**src/rtl/core/isd_pkg.sv**
```systemverilog
// Shared constants and types for the serial clock divider search core.
package isd_pkg;

  localparam int unsigned REQ_W     = 20;
  localparam int unsigned CLK_W     = 28;
  localparam int unsigned ICLK_W    = 25;
  localparam int unsigned STEP_W    = 6;
  localparam int unsigned DVSR_W    = 10;
  localparam int unsigned PRE_N     = 4;
  localparam int unsigned LANES     = 2 * PRE_N;
  localparam int unsigned DIV_STEPS = ICLK_W;

  localparam logic [CLK_W-1:0]  CLK_RESET  = 28'd33000000;
  localparam logic [CLK_W-1:0]  ICLK_LIMIT = 28'd20000000;
  localparam logic [29:0]       RECIP3     = 30'd715827883;
  localparam logic [ICLK_W-1:0] BASE_DIV   = 25'd20;
  localparam logic [ICLK_W-1:0] STEP_LIMIT = 25'd63;

  // One restoring division lane: partial remainder, dividend/quotient, divisor.
  typedef struct packed {
    logic [REQ_W-1:0]  rem;
    logic [ICLK_W-1:0] dvd;
    logic [REQ_W-1:0]  dvsr;
  } div_lane_t;

  typedef div_lane_t [LANES-1:0] lane_row_t;

  // Request context that travels alongside the division lanes.
  typedef struct packed {
    logic [REQ_W-1:0]                  req;
    logic [PRE_N-1:0][ICLK_W-1:0]      iclk;
    logic [PRE_N-1:0]                  keep;
    logic [LANES-1:0]                  tried;
    logic [LANES-1:0][STEP_W-1:0]      step;
  } side_t;

endpackage

```
**src/rtl/core/isd_div_cell.sv**
```systemverilog
// One cell of the divider chain: a restoring division step on every lane.
module isd_div_cell (
  input  logic              clk,
  input  logic              rst,
  input  logic              in_valid,
  input  isd_pkg::side_t    in_side,
  input  isd_pkg::lane_row_t in_lanes,
  output logic              out_valid,
  output isd_pkg::side_t    out_side,
  output isd_pkg::lane_row_t out_lanes
);
  import isd_pkg::*;

  lane_row_t lanes_next;

  // Shift in the next dividend bit and subtract the divisor where it fits.
  always_comb begin
    logic [REQ_W:0] t;
    logic [REQ_W:0] dv;
    logic           ge;
    t  = '0;
    dv = '0;
    ge = 1'b0;
    for (int i = 0; i < LANES; i++) begin
      t  = {in_lanes[i].rem, in_lanes[i].dvd[ICLK_W-1]};
      dv = {1'b0, in_lanes[i].dvsr};
      ge = (t >= dv);
      lanes_next[i].dvsr = in_lanes[i].dvsr;
      lanes_next[i].rem  = ge ? REQ_W'(t - dv) : t[REQ_W-1:0];
      lanes_next[i].dvd  = {in_lanes[i].dvd[ICLK_W-2:0], ge};
    end
  end

  // Valid bit is control state; the payload needs no reset.
  always_ff @(posedge clk) begin
    if (rst) begin
      out_valid <= 1'b0;
    end else begin
      out_valid <= in_valid;
    end
  end

  always_ff @(posedge clk) begin
    out_side  <= in_side;
    out_lanes <= lanes_next;
  end

endmodule

```
**config.mk**
```make
export PLATFORM = sky130hd
export DESIGN_NAME = isd_div_cell
export DESIGN_NICKNAME = d
export VERILOG_FILES = /design/src/rtl/core/isd_pkg.sv /design/src/rtl/core/isd_div_cell.sv
export SDC_FILE = /design/constraint.sdc
export NUM_CORES = 1
export LEC_CHECK = 0
export BUFFER_PORTS_ARGS = -buffer_cell sky130_fd_sc_hd__buf_2
export CELL_PAD_IN_SITES_DETAIL_PLACEMENT = 1
export CELL_PAD_IN_SITES_GLOBAL_PLACEMENT = 2
export CORE_AREA = 2 2 540 542
export DETAILED_ROUTE_END_ITERATION = 6
export DIE_AREA = 0 0 542 544
export MAX_ROUTING_LAYER = met4
export PLACE_DENSITY = 0.43
export SETUP_SLACK_MARGIN = 0.02
export SYNTH_ARGS = -nofsm -noshare
export SYNTH_HDL_FRONTEND = slang
export SYNTH_SLANG_ARGS = --single-unit
```
**constraint.sdc**
```tcl
create_clock -name clk -period 6.1 [get_ports clk]
set_clock_uncertainty 0.1 [all_clocks]
set_input_delay 0.61 -clock clk [delete_from_list [all_inputs] [get_ports clk]]
set_output_delay 0.61 -clock clk [all_outputs]
set_load 0.02 [all_outputs]
```
# After elaboration in Yosys (flattened, before gate mapping)
# Cells that the tools add are included.
classes:
  addsub: 8
  n_lt_le_gt_ge: 8
  muxes: 8
ops:
  columns: ["op", "count"]
  rows:
  - ["$ge A21 B20 Y1", 8]
  - ["$mux W20", 8]
  - ["$sub A20 B20 Y20", 8]
totals:
  register_bits: 701
  out_inout_bits: 701

# Longest topological paths before layout
# Gate-level depths: netlist of run 1.
depth:
  word_depth: 2
  ltp_mapped: 13
  ltp_nobuf: 12

# Worst setup path before layout of run 1
# OpenSTA, ideal clock, no wires.
synth_path:
  path_kind: "input port to flip-flop"
  from: "in in_lanes[326] (netlist name)"
  to: "reg out_lanes[373] (netlist name)"
  t_arrival_ps: 2924
  slack_ps: 2955
  path_stages: 11
  path_buffers: 1
  cell_sequence: "inv_1 > ha_1 > nor2b_1 > o31a_1 > o311a_1 > o41ai_2 > a311oi_1 > a31oi_2 > o21a_1 > buf_6 > mux2_2"
synth_lines:
  columns: ["item", "line_no", "text"]
  rows:
  - ["start: declaration", "isd_div_cell.sv:7", "input isd_pkg::lane_row_t in_lanes,"]
  - ["end signal: assignment", "isd_div_cell.sv:45", "out_lanes <= lanes_next;"]
  - ["end: declaration", "isd_div_cell.sv:10", "output isd_pkg::lane_row_t out_lanes"]

==> results.json, run 1 <==
{
  "status": "complete, no violations",
  "post_drt_wl_per_cell_um": 25.6,
  "use_met3": 0.0560,
  "cts_tree": "yes",
  "yosysSeqAreaShare": 0.590,
  "dieArea_sq_um": 295000,
  "setup_tns_ns": 0,
  "synth-seq-cells": 701,
  "cts_buffers": 107,
  "start_kind": "primary input",
  "cap_violations": 0,
  "final_cell_area_sq_um": 46300,
  "holdPathEnd": "out_lanes[444]$_DFF_P_",
  "nFillCells": 33900,
  "leakage_nw": 21.1,
  "maxSlewViolCount": 0,
  "cts_root_buffer": "clkbuf_16",
  "grt-busiest-layer": "met2",
  "finalHoldViolCount": 0,
  "final_cell_mix": "1403 x buf_2, 701 x dfxtp_1, 689 x dlygate4sd3_1",
  "async_flop_share": 0,
  "synth-warning-count": 0,
  "syn_nets": 3011,
  "use_met2": 0.219,
  "synth_area_leaders": "dfxtp_1 59%, ha_1 8.4%, mux2_2 3.4%",
  "setup_viol": 0,
  "grt_max_degree": 39,
  "wl_um": 212000,
  "drc": 0,
  "worstHoldPathType": "in2reg",
  "max_freq_mhz": 250,
  "max-vdd-ir-drop_uv": 214,
  "ff_latch_area_sq_um": 14000,
  "cts_buffer_depth": 4,
  "nNetsFinal": 5190,
  "final_layout_size_suffix_gt1_frac": 0.385,
  "synth_top_area_cell": "dfxtp_1",
  "synthCells": 2140,
  "hold_start": "in_lanes[443]",
  "min_path_cells": 3,
  "track_usage": 0.142,
  "syn-cell-area_sq_um": 23800,
  "die_w_um": 542,
  "synth_area_per_cell_sq_um": 11.1,
  "min_period_ns": 4.00,
  "synth_top_area_frac": 0.590,
  "firstDrtPassIters": 5,
  "clk_pin_slew_ns": 0.06,
  "drt-initial-drc-count": 1125,
  "io_buffers": 1403,
  "critPathMaxFanout": 17,
  "ant_nets": 0,
  "gp_congestion": 0.910,
  "grt_pass1_vias": 27600,
  "cp-end-kind": "flop",
  "synth_ff_type": "dfxtp_1",
  "coreArea_sq_um": 289000,
  "crit_arrival_ns": 4.58,
  "die_h_um": 544,
  "crit_required_ns": 6.68,
  "ios": 1404,
  "final_common_cell": "buf_2",
  "avgViaCountPerCell": 3.05,
  "start_util": 0.0822,
  "yosysUniqueCellTypes": 72,
  "cts.sinks": 701,
  "slew_headroom": 0.245,
  "grt_setup_unrepaired": "false",
  "synth_edf_count": 0,
  "power.density_nw_per_um2": 329,
  "tightest_slew_ns": 1.13,
  "area_growth_pct": 94.6,
  "cts-htree-levels": 3,
  "grt_pass1_wl_um": 268000,
  "antenna_found_initial": 124,
  "hpwl_um": 185000,
  "dpl_cell_area_sq_um": 35500,
  "vias": 25200,
  "gr-total-overflow": 0,
  "use_met1": 0.170,
  "rows": 198,
  "multi_input_area_sq_um": 8860,
  "cts-resized-gates": 0,
  "worstSetupPathType": "in2reg",
  "period_share": 0.656
}
## metrics by stage
stage	hold WS, ns	instances	worst slack, ns	power (mW)	util
after floorplan	0.538	2140	2.95	6.65	-
after global placement	0.612	7321	1.64	8.27	0.123
after detailed placement	0.614	7321	1.52	8.25	0.123
after CTS	0.00918	8205	1.87	15.7	0.159
after global routing	0.0313	8241	1.86	16.0	0.160
final	0.0981	8259	2.10	15.2	0.160
## cells in the mapped netlist (5+ instances only)
library cell	n
a211o_1	5
a211oi_1	13
a21boi_0	14
a21o_1	55
a21oi_1	120
a311oi_1	5
a31oi_1	17
and2_1	7
and3_1	8
buf_2	9
buf_4	6
clkbuf_1	14
dfxtp_1	701
fa_1	8
ha_1	160
inv_1	204
mux2_2	71
mux2i_1	9
nand2_1	109
nand2b_1	20
nand3_1	26
nand4_1	21
nor2_1	126
nor2b_1	21
nor3_1	21
nor4_1	6
o211ai_1	7
o21a_1	23
o21ai_0	103
o21ai_1	8
o21bai_1	9
o31ai_1	12
or2_2	5
or3_1	11
xnor2_1	73
xor2_1	46
## critical path, cell delays in order
cell           delay (ns)
dlygate4sd3_1        0.53
buf_2                0.13
inv_1                0.04
ha_1                 0.59
o21a_1               0.20
o31a_1               0.55
o311a_1              0.30
o211ai_2             0.11
a21oi_1              0.17
o22ai_1              0.15
o21ai_4              0.52
buf_4                0.30
mux2_2               0.34
## final cells by class
type                       count  share of cell area
clock buffer                 133              0.0639
multi-input combinational   1203               0.192
sequential                   701               0.303
timing repair buffer        2101               0.302
tap                         3800               0.103
antenna                       54             0.00292
inverter                     205              0.0166
clock inverter                62              0.0167
## how the worst max path moves through the flow
stage / start / end / slack, ns / depth (start not counted)
4_1_cts: in_lanes[68] / out_lanes[116]$_DFF_P_ / 1.87 / 13
5_1_grt: in_lanes[68] / out_lanes[116]$_DFF_P_ / 1.86 / 13
3_5_place_dp: in_lanes[68] / out_lanes[116]$_DFF_P_ / 1.52 / 12
3_3_place_gp: in_lanes[68] / out_lanes[116]$_DFF_P_ / 1.64 / 12
6_report: in_lanes[68] / out_lanes[116]$_DFF_P_ / 2.10 / 13
2_1_floorplan: in_lanes[326] / out_lanes[373]$_DFF_P_ / 2.95 / 11
## per-layer routing
| metal | up-vias | routed length, um |
|---|---|---|
| li1 | 11800 | - |
| met1 | 11900 | 90400 |
| met2 | 1281 | 94100 |
| met3 | 254 | 21100 |
| met4 | 0 | 6020 |
| met5 | - | 0 |
## registers in the layout, summed over array words and instances, names as in the netlist
| register | cells |
|---|---|
| out_lanes | 520 |
| out_valid | 1 |
| out_side | 180 |
## logic make-up after synthesis
kind of cell             share of synthesized area
flip-flops                                   0.590
adder cells (fa/ha/maj)                     0.0909
AO/OA/AOI/OAI                                0.122
XOR/XNOR                                    0.0438
buffers and inverters                       0.0390
multiplexers                                0.0380
AND/OR/NAND/NOR                             0.0762
## report_power, final
part / switching [mW] / internal (mW) / leakage [nW]
Clock: 2.67 / 4.04 / 1.80
Sequential: 0.209 / 5.00 / 5.91
Combinational: 2.04 / 1.24 / 13.4
## timing repair
item,in CTS,in global routing
hold buffers,689,0
setup buffers,0,0
endpoints found under the hold margin,689,0
No activity file was read; power rests on OpenSTA's default activity.
==> inputs of run 2 (changes only) <==
--- a/config.mk
+++ b/config.mk
@@ -5,14 +5,15 @@
 export SDC_FILE = /design/constraint.sdc
 export NUM_CORES = 1
 export LEC_CHECK = 0
+export ABC_AREA = 1
 export BUFFER_PORTS_ARGS = -buffer_cell sky130_fd_sc_hd__buf_2
 export CELL_PAD_IN_SITES_DETAIL_PLACEMENT = 1
 export CELL_PAD_IN_SITES_GLOBAL_PLACEMENT = 2
-export CORE_AREA = 2 2 540 542
+export CORE_AREA = 2 2 542 544
 export DETAILED_ROUTE_END_ITERATION = 6
-export DIE_AREA = 0 0 542 544
+export DIE_AREA = 0 0 544 546
 export MAX_ROUTING_LAYER = met4
-export PLACE_DENSITY = 0.43
+export PLACE_DENSITY = 0.47
 export SETUP_SLACK_MARGIN = 0.02
 export SYNTH_ARGS = -nofsm -noshare
 export SYNTH_HDL_FRONTEND = slang
==> constraint.sdc (replaced) <==
create_clock -name clk -period 3.9 [get_ports clk]
set_clock_uncertainty 0.1 [all_clocks]
set_input_delay 0.39 -clock clk [delete_from_list [all_inputs] [get_ports clk]]
set_output_delay 0.39 -clock clk [all_outputs]
set_load 0.02 [all_outputs]
==> run 2 against run 1 <==
- design area increased by 7.6%
- setup slack got worse by 1.0 ns
- area after synthesis grew 14%
- die area up 0.74%
- sequential power rose by 57%
- first-iteration DRC count decreased by 1.1%
- via count up 23%
- sequential cell count unchanged
- largest power group unchanged
==> results.json, run 2 <==
{
  "gp_congestion": 0.950,
  "synth-warning-count": 0,
  "max-vdd-ir-drop_uv": 316,
  "grt_pass1_wl_um": 298000,
  "reg.largest.list": "out_lanes: 520 flops, out_side: 180 flops, out_valid: 1 flops",
  "wl_um": 229000,
  "period_share": 0.730,
  "status": "complete, no violations",
  "tightest_slew_ns": 0.665,
  "crit_required_ns": 4.53,
  "area_growth_pct": 84.0,
  "synth_top_area_cell": "dfxtp_1",
  "die_w_um": 544,
  "synth_area_leaders": "dfxtp_1 52%, nand2_1 16%, inv_1 7.4%",
  "setup_tns_ns": 0,
  "grt_max_degree": 25,
  "synth_most_common_cell": "nand2_1",
  "synthCells": 3376,
  "vias": 31000,
  "cts_buffer_depth": 4,
  "post-place-ws_ns": 1.09,
  "ant_nets": 0,
  "max_freq_mhz": 351,
  "maxSlewViolCount": 0,
  "crit_start": "in_lanes[470]",
  "setup_ws_ns": 1.05,
  "p_total_mw": 23.6,
  "cts_buffers": 104,
  "endpoint": "out_lanes[519]$_DFF_P_",
  "cts-resized-gates": 0,
  "ios": 1404,
  "cts_root_buffer": "clkbuf_16",
  "drc": 0,
  "synth-seq-cells": 701,
  "cts_tree": "yes",
  "grt_setup_unrepaired": "false",
  "nNetsFinal": 6479,
  "final_common_cell": "buf_2",
  "hpwl_um": 200000,
  "synth_top_area_frac": 0.519,
  "start_util": 0.0927,
  "cap_violations": 0,
  "final_cell_mix": "1403 x buf_2, 1173 x nand2_1, 746 x dlygate4sd3_1",
  "worstHoldPathType": "in2reg",
  "largest_reg_flops": 520,
  "grt_pass1_vias": 33800,
  "cts.sinks": 701,
  "rows": 199,
  "ff_latch_area_sq_um": 14000,
  "critPathMaxFanout": 24,
  "antenna_found_initial": 144,
  "top_register": "out_lanes",
  "finalHoldViolCount": 0,
  "syn_nets": 4247,
  "post_drt_wl_per_cell_um": 23.7,
  "syn-cell-area_sq_um": 27100,
  "cp-end-kind": "flop",
  "multi_input_area_sq_um": 10700,
  "whs_ns": 0.0964,
  "min_period_ns": 2.85,
  "worstSetupPathType": "in2reg",
  "final_layout_size_suffix_gt1_frac": 0.288,
  "async_flop_share": 0,
  "crit_arrival_ns": 3.48,
  "gr-total-overflow": 0,
  "synth_common_cells": "1173 x nand2_1, 701 x dfxtp_1, 536 x inv_1, 213 x nor2_1, 209 x nand3_1",
  "synth_ff_type": "dfxtp_1",
  "setup_viol": 0,
  "start_kind": "primary input",
  "cts-htree-levels": 3,
  "drt-initial-drc-count": 1113,
  "synth_edf_count": 0,
  "clk_pin_slew_ns": 0.06,
  "yosysSeqAreaShare": 0.519,
  "dieArea_sq_um": 297000,
  "power.density_nw_per_um2": 474,
  "avgViaCountPerCell": 3.21,
  "leakage_nw": 24.9,
  "coreArea_sq_um": 292000,
  "io_buffers": 1403,
  "firstDrtPassIters": 6,
  "slew_headroom": 0.552,
  "track_usage": 0.153,
  "nFillCells": 35000,
  "synth_area_per_cell_sq_um": 8.02,
  "yosysUniqueCellTypes": 27,
  "die_h_um": 546
}
==> run 2: metrics by stage <==
stage,utilization,area [sq um],instances
floorplan,-,27100,3376
global route,0.170,49800,9630
CTS,0.170,49700,9608
global placement,0.133,38700,8675
finish,0.171,49800,9640
detailed placement,0.133,38700,8675
==> run 2: how the worst min path moves through the flow <==
stage	start	end	slack (ns)	cells after the start
floorplan	in_lanes[0]	out_lanes[0]$_DFF_P_	0.32	0
global placement	in_side[104]	out_side[104]$_DFF_P_	0.39	1
detailed placement	in_lanes[167]	out_lanes[168]$_DFF_P_	0.39	1
CTS	in_side[115]	out_side[115]$_DFF_P_	0.001	2
global route	in_lanes[173]	out_lanes[174]$_DFF_P_	0.04	2
finish	in_side[106]	out_side[106]$_DFF_P_	0.1	2
==> run 2: layer usage <==
metal,up-vias,global-route usage,share of wire
li1,14800,-,-
met5,-,-,0
met4,0,0.0364,0.029
met1,14600,0.187,0.44
met3,339,0.0573,0.094
met2,1203,0.237,0.44
==> run 2: power by group <==
part	switching [mW]	internal, mW	leakage, nW
Sequential	0.393	7.80	5.91
Clock	4.11	5.89	1.70
Combinational	3.56	1.87	17.3
Total	8.06	15.6	24.9
==> run 2: worst max-delay path, stage by stage <==
cell and delay, ns:
dlygate4sd3_1 0.57, buf_2 0.14, inv_1 0.04, ha_1 0.39, nand2_1 0.15, nor2_1 0.16, nand2_1 0.10, nor2_1 0.16
nand2_1 0.07, nand2_1 0.06, nor2_1 0.06, nand2_4 0.28, inv_4 0.19, nand2_1 0.10, nand2_1 0.05, dlygate4sd3_1 0.55
==> run 2: cells by family after synthesis <==
| kind of cell | share of synthesized area |
|---|---|
| AND/OR/NAND/NOR | 0.260 |
| flip-flops | 0.519 |
| adder cells (fa/ha/maj) | 0.0799 |
| buffers and inverters | 0.0860 |
| AO/OA/AOI/OAI | 0.0310 |
| XOR/XNOR | 0.0243 |
==> run 2: layout make-up <==
cell class,instances,share of cell area
Inverter,549,0.0418
Antenna cell,32,0.00161
Clock inverter,54,0.0127
Multi-Input combinational cell,2102,0.215
Sequential cell,701,0.282
Timing Repair Buffer,2150,0.291
Tap cell,3919,0.0985
Clock buffer,133,0.0577
==> run 2: what timing repair did <==
action,4_1_cts,5_1_grt
endpoints found under the hold margin,693,0
hold buffers,746,0
buffers inserted,0,0
